--- src/sv/periodic_ghost_image_generator_core_assert.svh ---
// assertion macros for the periodic ghost image generator
// expects i_clk and i_rst_n in the including scope
`ifndef PERIODIC_GHOST_IMAGE_GENERATOR_CORE_ASSERT_SVH
`define PERIODIC_GHOST_IMAGE_GENERATOR_CORE_ASSERT_SVH

// same-cycle implication
`define PGIG_ASSERT_NOW(label, ante, cons) \
    label: assert property (@(posedge i_clk) disable iff (!i_rst_n) (ante) |-> (cons)) \
        else $error("pgig assertion failed");

// next-cycle implication
`define PGIG_ASSERT_NEXT(label, ante, cons) \
    label: assert property (@(posedge i_clk) disable iff (!i_rst_n) (ante) |=> (cons)) \
        else $error("pgig assertion failed");

`endif

--- src/sv/pgig_pkg.sv ---
// shared types and constants of the periodic ghost image generator
// no dependencies
package pgig_pkg;

    localparam int K_NUM_COMBO = 7;
    localparam int K_FLAG_W    = 6;

    // axis sets in emission order: x, y, z, xy, xz, yz, xyz
    localparam logic [2:0] K_COMBO [K_NUM_COMBO] = '{
        3'd1, 3'd2, 3'd4, 3'd3, 3'd5, 3'd6, 3'd7
    };

    // configuration register indexes
    localparam logic [2:0] REG_BOX_LOW_X  = 3'd0;
    localparam logic [2:0] REG_BOX_LOW_Y  = 3'd1;
    localparam logic [2:0] REG_BOX_LOW_Z  = 3'd2;
    localparam logic [2:0] REG_BOX_HIGH_X = 3'd3;
    localparam logic [2:0] REG_BOX_HIGH_Y = 3'd4;
    localparam logic [2:0] REG_BOX_HIGH_Z = 3'd5;
    localparam logic [2:0] REG_MARGIN     = 3'd6;
    localparam logic [2:0] REG_MODE       = 3'd7;

    localparam logic [3:0] MODE_RESET   = 4'd7;
    localparam int         MODE_VEL_BIT = 3;

    typedef struct packed {
        logic [2:0] hi;
        logic [2:0] lo;
    } t_face_flags;

    typedef struct packed {
        logic busy;
        logic rem_empty;
        logic emit_last;
    } t_back_status;

endpackage

--- src/sv/periodic_ghost_image_generator_core.sv ---
// periodic ghost image generator, top level: config registers, front, queue, back
// a queued atom passes the queue, the back's atom registers and the output register
// throughput: one atom per cycle while the queue has room; the back emits one ghost
// word per cycle unless the output stalls, and the 2-entry queue absorbs the front meanwhile
// reset (synchronous, active low) empties the queue and output, restores config
// depends on pgig_pkg, pgig_front, pgig_queue, pgig_back and the assert header
`include "periodic_ghost_image_generator_core_assert.svh"

module periodic_ghost_image_generator_core #(
    parameter int COORD_WIDTH = 32,
    parameter int ID_WIDTH    = 32,
    parameter int KIND_WIDTH  = 8
) (
    input  logic                   i_clk,
    input  logic                   i_rst_n,
    input  logic                   i_cfg_we,
    input  logic [2:0]             i_cfg_idx,
    input  logic [COORD_WIDTH-1:0] i_cfg_data,
    input  logic                   s_axis_tvalid,
    output logic                   s_axis_tready,
    // pos_x, pos_y, pos_z, vel_x, vel_y, vel_z, atom_id, atom_kind, zero pad
    input  logic [((6*COORD_WIDTH+ID_WIDTH+KIND_WIDTH+7)/8)*8-1:0] s_axis_tdata,
    output logic                   m_axis_tvalid,
    input  logic                   m_axis_tready,
    // img_x, img_y, img_z, img_vel_x, img_vel_y, img_vel_z, img_id, img_kind, zero pad
    output logic [((6*COORD_WIDTH+ID_WIDTH+KIND_WIDTH+7)/8)*8-1:0] m_axis_tdata,
    output logic                   m_axis_tlast
);
    import pgig_pkg::*;

    localparam int FIELD_W = 6*COORD_WIDTH + ID_WIDTH + KIND_WIDTH;
    localparam int TDATA_W = ((FIELD_W + 7) / 8) * 8;
    localparam int ENTRY_W = FIELD_W + K_FLAG_W;
    localparam int Q_DEPTH = 2;

    logic [2:0][COORD_WIDTH-1:0] r_box_lo, r_box_hi;
    logic [COORD_WIDTH-2:0]      r_margin;
    logic [3:0]                  r_mode;

    logic               q_ready, q_push, q_pop, q_valid;
    logic [ENTRY_W-1:0] q_in, q_out;
    t_back_status       back_status;

    always_ff @(posedge i_clk) begin
        if (!i_rst_n) begin
            r_box_lo <= '0;
            r_box_hi <= '0;
            r_margin <= '0;
            r_mode   <= MODE_RESET;
        end else if (i_cfg_we) begin
            case (i_cfg_idx)
                REG_BOX_LOW_X:  r_box_lo[0] <= i_cfg_data;
                REG_BOX_LOW_Y:  r_box_lo[1] <= i_cfg_data;
                REG_BOX_LOW_Z:  r_box_lo[2] <= i_cfg_data;
                REG_BOX_HIGH_X: r_box_hi[0] <= i_cfg_data;
                REG_BOX_HIGH_Y: r_box_hi[1] <= i_cfg_data;
                REG_BOX_HIGH_Z: r_box_hi[2] <= i_cfg_data;
                REG_MARGIN:     r_margin    <= i_cfg_data[COORD_WIDTH-2:0];
                REG_MODE:       r_mode      <= i_cfg_data[3:0];
                default: ;
            endcase
        end
    end

    pgig_front #(
        .COORD_WIDTH (COORD_WIDTH),
        .FIELD_W     (FIELD_W)
    ) u_front (
        .i_pos_valid (s_axis_tvalid),
        .i_fields    (s_axis_tdata[FIELD_W-1:0]),
        .i_box_lo    (r_box_lo),
        .i_box_hi    (r_box_hi),
        .i_margin    (r_margin),
        .i_mode      (r_mode),
        .i_q_ready   (q_ready),
        .o_ready     (s_axis_tready),
        .o_push      (q_push),
        .o_entry     (q_in)
    );

    pgig_queue #(
        .WIDTH (ENTRY_W),
        .DEPTH (Q_DEPTH)
    ) u_queue (
        .i_clk   (i_clk),
        .i_rst_n (i_rst_n),
        .i_push  (q_push),
        .i_data  (q_in),
        .o_ready (q_ready),
        .i_pop   (q_pop),
        .o_valid (q_valid),
        .o_data  (q_out)
    );

    pgig_back #(
        .COORD_WIDTH (COORD_WIDTH),
        .ID_WIDTH    (ID_WIDTH),
        .KIND_WIDTH  (KIND_WIDTH),
        .FIELD_W     (FIELD_W),
        .TDATA_W     (TDATA_W)
    ) u_back (
        .i_clk     (i_clk),
        .i_rst_n   (i_rst_n),
        .i_q_valid (q_valid),
        .i_q_entry (q_out),
        .o_q_pop   (q_pop),
        .i_box_lo  (r_box_lo),
        .i_box_hi  (r_box_hi),
        .i_mode    (r_mode),
        .o_tvalid  (m_axis_tvalid),
        .i_tready  (m_axis_tready),
        .o_tdata   (m_axis_tdata),
        .o_tlast   (m_axis_tlast),
        .o_status  (back_status)
    );

    // only accepted words with a flagged face reach the queue
    `PGIG_ASSERT_NOW(a_push_on_accept, q_push, s_axis_tvalid && s_axis_tready)
    // a busy back always has an axis set left to emit
    `PGIG_ASSERT_NOW(a_busy_has_work, back_status.busy, !back_status.rem_empty)
    // after the final ghost the back idles unless a queued atom was waiting
    `PGIG_ASSERT_NEXT(a_last_frees_back, back_status.emit_last,
        !back_status.busy || $past(q_valid))
endmodule

--- src/sv/pgig_queue.sv ---
// small register fifo between front and back
// uses no package
module pgig_queue #(
    parameter int WIDTH = 8,
    parameter int DEPTH = 2
) (
    input  logic             i_clk,
    input  logic             i_rst_n,
    input  logic             i_push,
    input  logic [WIDTH-1:0] i_data,
    output logic             o_ready,
    input  logic             i_pop,
    output logic             o_valid,
    output logic [WIDTH-1:0] o_data
);
    localparam int PW = (DEPTH > 1) ? $clog2(DEPTH) : 1;
    localparam int CW = $clog2(DEPTH + 1);

    logic [WIDTH-1:0] r_mem [DEPTH];
    logic [PW-1:0]    r_wr, r_rd, n_wr, n_rd;
    logic [CW-1:0]    r_count;
    logic             do_push, do_pop;

    assign o_ready = (r_count != CW'(DEPTH));
    assign o_valid = (r_count != '0);
    assign o_data  = r_mem[r_rd];
    assign do_push = i_push && o_ready;
    assign do_pop  = i_pop && o_valid;
    assign n_wr    = (r_wr == PW'(DEPTH - 1)) ? '0 : r_wr + 1'b1;
    assign n_rd    = (r_rd == PW'(DEPTH - 1)) ? '0 : r_rd + 1'b1;

    always_ff @(posedge i_clk) begin
        if (do_push) begin
            r_mem[r_wr] <= i_data;
        end
    end

    always_ff @(posedge i_clk) begin
        if (!i_rst_n) begin
            r_wr    <= '0;
            r_rd    <= '0;
            r_count <= '0;
        end else begin
            if (do_push) begin
                r_wr <= n_wr;
            end
            if (do_pop) begin
                r_rd <= n_rd;
            end
            if (do_push && !do_pop) begin
                r_count <= r_count + 1'b1;
            end else if (do_pop && !do_push) begin
                r_count <= r_count - 1'b1;
            end
        end
    end
endmodule

--- src/sv/pgig_front.sv ---
// front: takes atoms, tests them against the box faces, queues edge atoms
// depends on pgig_pkg
module pgig_front #(
    parameter int COORD_WIDTH = 32,
    parameter int FIELD_W     = 232
) (
    input  logic                               i_pos_valid,
    input  logic [FIELD_W-1:0]                 i_fields,
    input  logic [2:0][COORD_WIDTH-1:0]        i_box_lo,
    input  logic [2:0][COORD_WIDTH-1:0]        i_box_hi,
    input  logic [COORD_WIDTH-2:0]             i_margin,
    input  logic [3:0]                         i_mode,
    input  logic                               i_q_ready,
    output logic                               o_ready,
    output logic                               o_push,
    output logic [FIELD_W+pgig_pkg::K_FLAG_W-1:0] o_entry
);
    import pgig_pkg::*;

    localparam int EW = COORD_WIDTH + 1;

    logic signed [EW-1:0] p [3];
    logic signed [EW-1:0] lo_m [3];
    logic signed [EW-1:0] hi_m [3];
    logic signed [EW-1:0] m;
    t_face_flags          flags;

    assign m = EW'({2'b00, i_margin});

    always_comb begin
        flags = '0;
        for (int a = 0; a < 3; a++) begin
            p[a] = {i_fields[a*COORD_WIDTH+COORD_WIDTH-1], i_fields[a*COORD_WIDTH +: COORD_WIDTH]};
            lo_m[a] = {i_box_lo[a][COORD_WIDTH-1], i_box_lo[a]} + m;
            hi_m[a] = {i_box_hi[a][COORD_WIDTH-1], i_box_hi[a]} - m;
            if (i_mode[a]) begin
                // low face wins when both are near
                if (p[a] < lo_m[a]) begin
                    flags.lo[a] = 1'b1;
                end else if (p[a] > hi_m[a]) begin
                    flags.hi[a] = 1'b1;
                end
            end
        end
    end

    assign o_ready = i_q_ready;
    assign o_push  = i_pos_valid && i_q_ready && ((flags.lo | flags.hi) != 3'b000);
    assign o_entry = {flags, i_fields};
endmodule

--- src/sv/pgig_back.sv ---
// back: walks the axis sets of one queued atom and emits one ghost word a cycle unless the output stalls
// depends on pgig_pkg
module pgig_back #(
    parameter int COORD_WIDTH = 32,
    parameter int ID_WIDTH    = 32,
    parameter int KIND_WIDTH  = 8,
    parameter int FIELD_W     = 232,
    parameter int TDATA_W     = 232
) (
    input  logic                                  i_clk,
    input  logic                                  i_rst_n,
    input  logic                                  i_q_valid,
    input  logic [FIELD_W+pgig_pkg::K_FLAG_W-1:0] i_q_entry,
    output logic                                  o_q_pop,
    input  logic [2:0][COORD_WIDTH-1:0]           i_box_lo,
    input  logic [2:0][COORD_WIDTH-1:0]           i_box_hi,
    input  logic [3:0]                            i_mode,
    output logic                                  o_tvalid,
    input  logic                                  i_tready,
    output logic [TDATA_W-1:0]                    o_tdata,
    output logic                                  o_tlast,
    output pgig_pkg::t_back_status                o_status
);
    import pgig_pkg::*;

    localparam int C = COORD_WIDTH;

    logic [2:0][C-1:0]          r_width;
    logic [2:0][C-1:0]          r_pos;
    logic [2:0][C-1:0]          r_vel;
    logic [ID_WIDTH-1:0]        r_id;
    logic [KIND_WIDTH-1:0]      r_kind;
    logic [2:0]                 r_hi;
    logic [K_NUM_COMBO-1:0]     r_rem, n_rem, load_rem;
    logic                       r_busy;
    logic                       r_out_valid;
    logic [TDATA_W-1:0]         r_out_data;
    logic                       r_out_last;
    logic [FIELD_W-1:0]         n_out_data;
    logic [2:0]                 sel;
    logic [2:0]                 combo;
    logic                       last, emit, load;
    t_face_flags                q_flags;
    logic [2:0]                 q_active;

    assign q_flags  = i_q_entry[FIELD_W +: K_FLAG_W];
    assign q_active = q_flags.lo | q_flags.hi;

    always_comb begin
        for (int k = 0; k < K_NUM_COMBO; k++) begin
            load_rem[k] = ((K_COMBO[k] & q_active) == K_COMBO[k]);
        end
    end

    // lowest pending axis set
    always_comb begin
        sel = '0;
        for (int k = K_NUM_COMBO - 1; k >= 0; k--) begin
            if (r_rem[k]) begin
                sel = 3'(k);
            end
        end
    end

    assign combo = K_COMBO[sel];
    assign n_rem = r_rem & ~(K_NUM_COMBO'(1) << sel);
    assign last  = (n_rem == '0);
    assign emit  = r_busy && (!r_out_valid || i_tready);
    assign load  = i_q_valid && (!r_busy || (emit && last));

    always_comb begin
        n_out_data = '0;
        for (int a = 0; a < 3; a++) begin
            if (combo[a]) begin
                n_out_data[a*C +: C] = r_hi[a] ? r_pos[a] - r_width[a] : r_pos[a] + r_width[a];
            end else begin
                n_out_data[a*C +: C] = r_pos[a];
            end
            n_out_data[(3+a)*C +: C] = i_mode[MODE_VEL_BIT] ? r_vel[a] : '0;
        end
        n_out_data[6*C +: ID_WIDTH]            = r_id;
        n_out_data[6*C+ID_WIDTH +: KIND_WIDTH] = r_kind;
    end

    always_ff @(posedge i_clk) begin
        for (int a = 0; a < 3; a++) begin
            r_width[a] <= i_box_hi[a] - i_box_lo[a];
        end
        if (load) begin
            for (int a = 0; a < 3; a++) begin
                r_pos[a] <= i_q_entry[a*C +: C];
                r_vel[a] <= i_q_entry[(3+a)*C +: C];
            end
            r_id   <= i_q_entry[6*C +: ID_WIDTH];
            r_kind <= i_q_entry[6*C+ID_WIDTH +: KIND_WIDTH];
            r_hi   <= q_flags.hi;
        end
        if (emit) begin
            r_out_data <= TDATA_W'(n_out_data);
            r_out_last <= last;
        end
    end

    always_ff @(posedge i_clk) begin
        if (!i_rst_n) begin
            r_busy      <= 1'b0;
            r_rem       <= '0;
            r_out_valid <= 1'b0;
        end else begin
            if (load) begin
                r_busy <= 1'b1;
                r_rem  <= load_rem;
            end else if (emit && last) begin
                r_busy <= 1'b0;
                r_rem  <= '0;
            end else if (emit) begin
                r_rem <= n_rem;
            end
            if (emit) begin
                r_out_valid <= 1'b1;
            end else if (i_tready) begin
                r_out_valid <= 1'b0;
            end
        end
    end

    assign o_q_pop            = load;
    assign o_tvalid           = r_out_valid;
    assign o_tdata            = r_out_data;
    assign o_tlast            = r_out_last;
    assign o_status.busy      = r_busy;
    assign o_status.rem_empty = (r_rem == '0);
    assign o_status.emit_last = emit && last;
endmodule
--- config.mk ---
export PLATFORM = sky130hd
export DESIGN_NAME = periodic_ghost_image_generator_core
export DESIGN_NICKNAME = d
export VERILOG_FILES = /design/src/sv/pgig_pkg.sv /design/src/sv/periodic_ghost_image_generator_core.sv /design/src/sv/pgig_queue.sv /design/src/sv/pgig_front.sv /design/src/sv/pgig_back.sv
export VERILOG_INCLUDE_DIRS = /design/src /design/src/sv
export SDC_FILE = /design/constraint.sdc
export NUM_CORES = 2
export LEC_CHECK = 0
export BUFFER_PORTS_ARGS = -buffer_cell sky130_fd_sc_hd__buf_2
export CAP_MARGIN = 10
export CORE_UTILIZATION = 23
export CTS_CLUSTER_DIAMETER = 60
export DETAILED_ROUTE_END_ITERATION = 6
export MAX_ROUTING_LAYER = met4
export PLACE_DENSITY_LB_ADDON = 0.15
export SLEW_MARGIN = 15
export SYNTH_ARGS = -nofsm -noshare
export SYNTH_HDL_FRONTEND = slang
export SYNTH_HIERARCHICAL = 1
export SYNTH_SLANG_ARGS = --single-unit
--- constraint.sdc ---
create_clock -name i_clk -period 31.8 [get_ports i_clk]
set_input_delay 3.18 -clock i_clk [delete_from_list [all_inputs] [get_ports i_clk]]
set_output_delay 3.18 -clock i_clk [all_outputs]
set_load 0.02 [all_outputs]
==> results_dict.tcl <==
set metrics [dict create \
    comb_power_share_pct 40.1 \
    tns_ps 0 \
    antenna_found_initial 63 \
    p_sw_share_pct 38.6 \
    synth_cells 6282 \
    post-place-ws_ps 21890 \
    placementRows 203 \
    drive_gt1_share_pct 17.0 \
    ctsHoldBuffers 0 \
    skew_ps 74.9 \
    clock_sinks 1281 \
    cts_buffers 191 \
    final_nets 7502 \
    fin_crit_sh_pct 30.0 \
    reg2reg_to "u_queue/r_mem[0][122]$_DFFE_PP_" \
    initialDrtViolationCount 3302 \
    crit_slowest_cell "buf_4" \
    overflow 0 \
    yosys_warnings 6 \
    start_util_pct 23.1 \
    start_kind "flip-flop" \
    drcViolationCount 0 \
    rsz0062_at_grt "false" \
    finalSetupViolCount 0 \
    insertion_delay_ps 860 \
    synth_fp_nets 7142 \
    whs_endpoint "u_back/o_tdata[210]$_DFFE_PP_" \
    io_pins 507 \
    die_h_um 556 \
    tightestPinTransition_ps 1140 \
    design_area_um2 82400 \
    synth_area_um2 70700 \
    holdWs_ps 416 \
    seqPwrFrac_pct 34.0 \
    hold_depth 0 \
    first_global_vias 48600 \
    cap_violations 0 \
    fmax_mhz 105 \
    path_max_fanout 91 \
    layout_commonest_cell "edfxtp_1" \
    grt_pass1_wl_mm 344 \
    slowest_delay_ps 810 \
    arrival_ps 9980 \
    tritoncts "built" \
    leakage_nw 32.6 \
    clock_tree.root_cell "clkbuf_16" \
    fin_ws_ps 22280 \
    drv_slew 0 \
    ir_drop_v 0.0000907 \
    hp-class "flip-flop to flip-flop" \
    crit_path_end_kind "flip-flop" \
    rrSetupSlack_ps 22280 \
    clockBufferDepth 4 \
    hold_path_startpoint "u_back/r_id[18]$_DFFE_PP_" \
    place_congestion 0.908 \
    dp_hpwl_mm 185 \
    nFillCells 32000 \
    die_x_um 556 \
    critPathKind "flip-flop to flip-flop" \
    final_hold_viol_count 0 \
    die_area_um2 309000 \
    avgSynthCellArea_um2 11.2 \
    reg2reg_from "r_margin[1]$_SDFFE_PN0P_" \
    dpl_cell_area_um2 76200 \
    power_mw 7.89 \
    power_switching_mw 3.05 \
    fin_crit_ps 9520 \
    p_int_mw 4.84 \
    rr_worst_depth 25 \
    io_buffers 506 \
    layout_common_cells "edfxtp_1 (944), ha_1 (576), nand2_1 (554), buf_2 (505), a21oi_1 (447)" \
    dr.pass1.iters 5 \
    post_cts_buffers 0 \
    p_per_area_nw_per_um2 95.8 \
    status "finished, final reports clean" \
    track_usage_pct 15.7 \
    cts_resized 0 \
    clkTransAtPathRegs_ps 60 \
    vias 49000 \
    wl_per_cell_um 22.2 \
    antenna_left 0 \
    clkPwrFrac_pct 26.0 \
    htreeDepth 4 \
    viasPerCell 4.48 \
    worstPathRequired_ps 32250 \
    relSlewSlack_pct 23.4 \
    area_delta_synth_final_pct 16.6 \
    cpMostUsedCell "o21ai_0" \
    routed_wl_mm 243 \
    core_um2 306000 \
    grt_max_degree 141 \
]
## flip-flops by register name (all words and copies together) (netlist names), named ones only
signal / flops
r_box_hi: 96
r_box_lo: 96
r_margin: 31
r_mode: 4
u_back/o_tdata: 232
u_back/o_tlast: 1
u_back/o_tvalid: 1
u_back/r_busy: 1
u_back/r_hi: 3
u_back/r_id: 32
u_back/r_kind: 8
u_back/r_pos: 96
u_back/r_rem: 7
u_back/r_vel: 96
u_back/r_width: 96
u_queue/r_count: 2
u_queue/r_mem: 476
u_queue/r_rd: 1
u_queue/r_wr: 1
## critical path: cells and delay by family, from the launching register on
family | cells | cell delay (ps)
muxes | 1 | 340
adders and majority gates | 2 | 880
buffers and inverters | 4 | 2470
and+or+nand+nor | 5 | 870
DFF | 1 | 550
AOI/OAI and AO/OA | 13 | 3780
## stage by stage
| stage | std cells | util [%] |
|---|---|---|
| final | 10900 | 26.9 |
| after global routing | 10900 | 26.9 |
| after CTS | 10900 | 26.9 |
| after detailed placement | 10500 | 24.9 |
| after global placement | 10500 | 24.9 |
| after floorplan | 6282 | - |
## layer usage
| layer | routed length (um) | vias to the layer above | global-route usage (%) |
|---|---|---|---|
| li1 | - | 23600 | - |
| met1 | 112000 | 23900 | 20.2 |
| met2 | 110000 | 1160 | 24.8 |
| met3 | 13000 | 349 | 2.60 |
| met4 | 8690 | 0 | 5.36 |
| met5 | 0 | - | - |
## how the worst max path moves through the flow
stage                                        start                         endpoint  slack, ps  cells past startpoint
final                     r_margin[1]$_SDFFE_PN0P_  u_queue/r_mem[0][122]$_DFFE_PP_      22280                     25
after detailed placement          s_axis_tdata[42]  u_queue/r_mem[0][128]$_DFFE_PP_      21890                     15
after global routing      r_margin[1]$_SDFFE_PN0P_  u_queue/r_mem[0][124]$_DFFE_PP_      21530                     25
after CTS                 r_margin[1]$_SDFFE_PN0P_  u_queue/r_mem[0][122]$_DFFE_PP_      22070                     25
after floorplan                      m_axis_tready  u_queue/r_count[1]$_SDFFE_PN0P_      17740                      9
after global placement            s_axis_tdata[42]  u_queue/r_mem[0][129]$_DFFE_PP_      21930                     15
## layout make-up
type / count / area [um^2] / area share, %
flip-flops and latches: 1281 / 35100 / 42.6
multi-input cells: 4307 / 31800 / 38.6
well taps: 4100 / 5130 / 6.23
clock buffers: 231 / 5030 / 6.11
repair buffers: 546 / 2910 / 3.53
inverters: 315 / 1200 / 1.45
clock inverters: 119 / 1080 / 1.31
diodes: 43 / 108 / 0.131
## power by group through the flow
| stage | clock network, mW | logic [mW] | registers [mW] |
|---|---|---|---|
| after floorplan | 0 | 2.10 | 2.85 |
| after global placement | 0 | 3.22 | 2.72 |
| after detailed placement | 0 | 3.21 | 2.72 |
| after CTS | 2.13 | 3.23 | 2.70 |
| after global routing | 2.19 | 3.52 | 2.73 |
| final | 2.05 | 3.16 | 2.68 |
(Power assumes the default switching activity.)
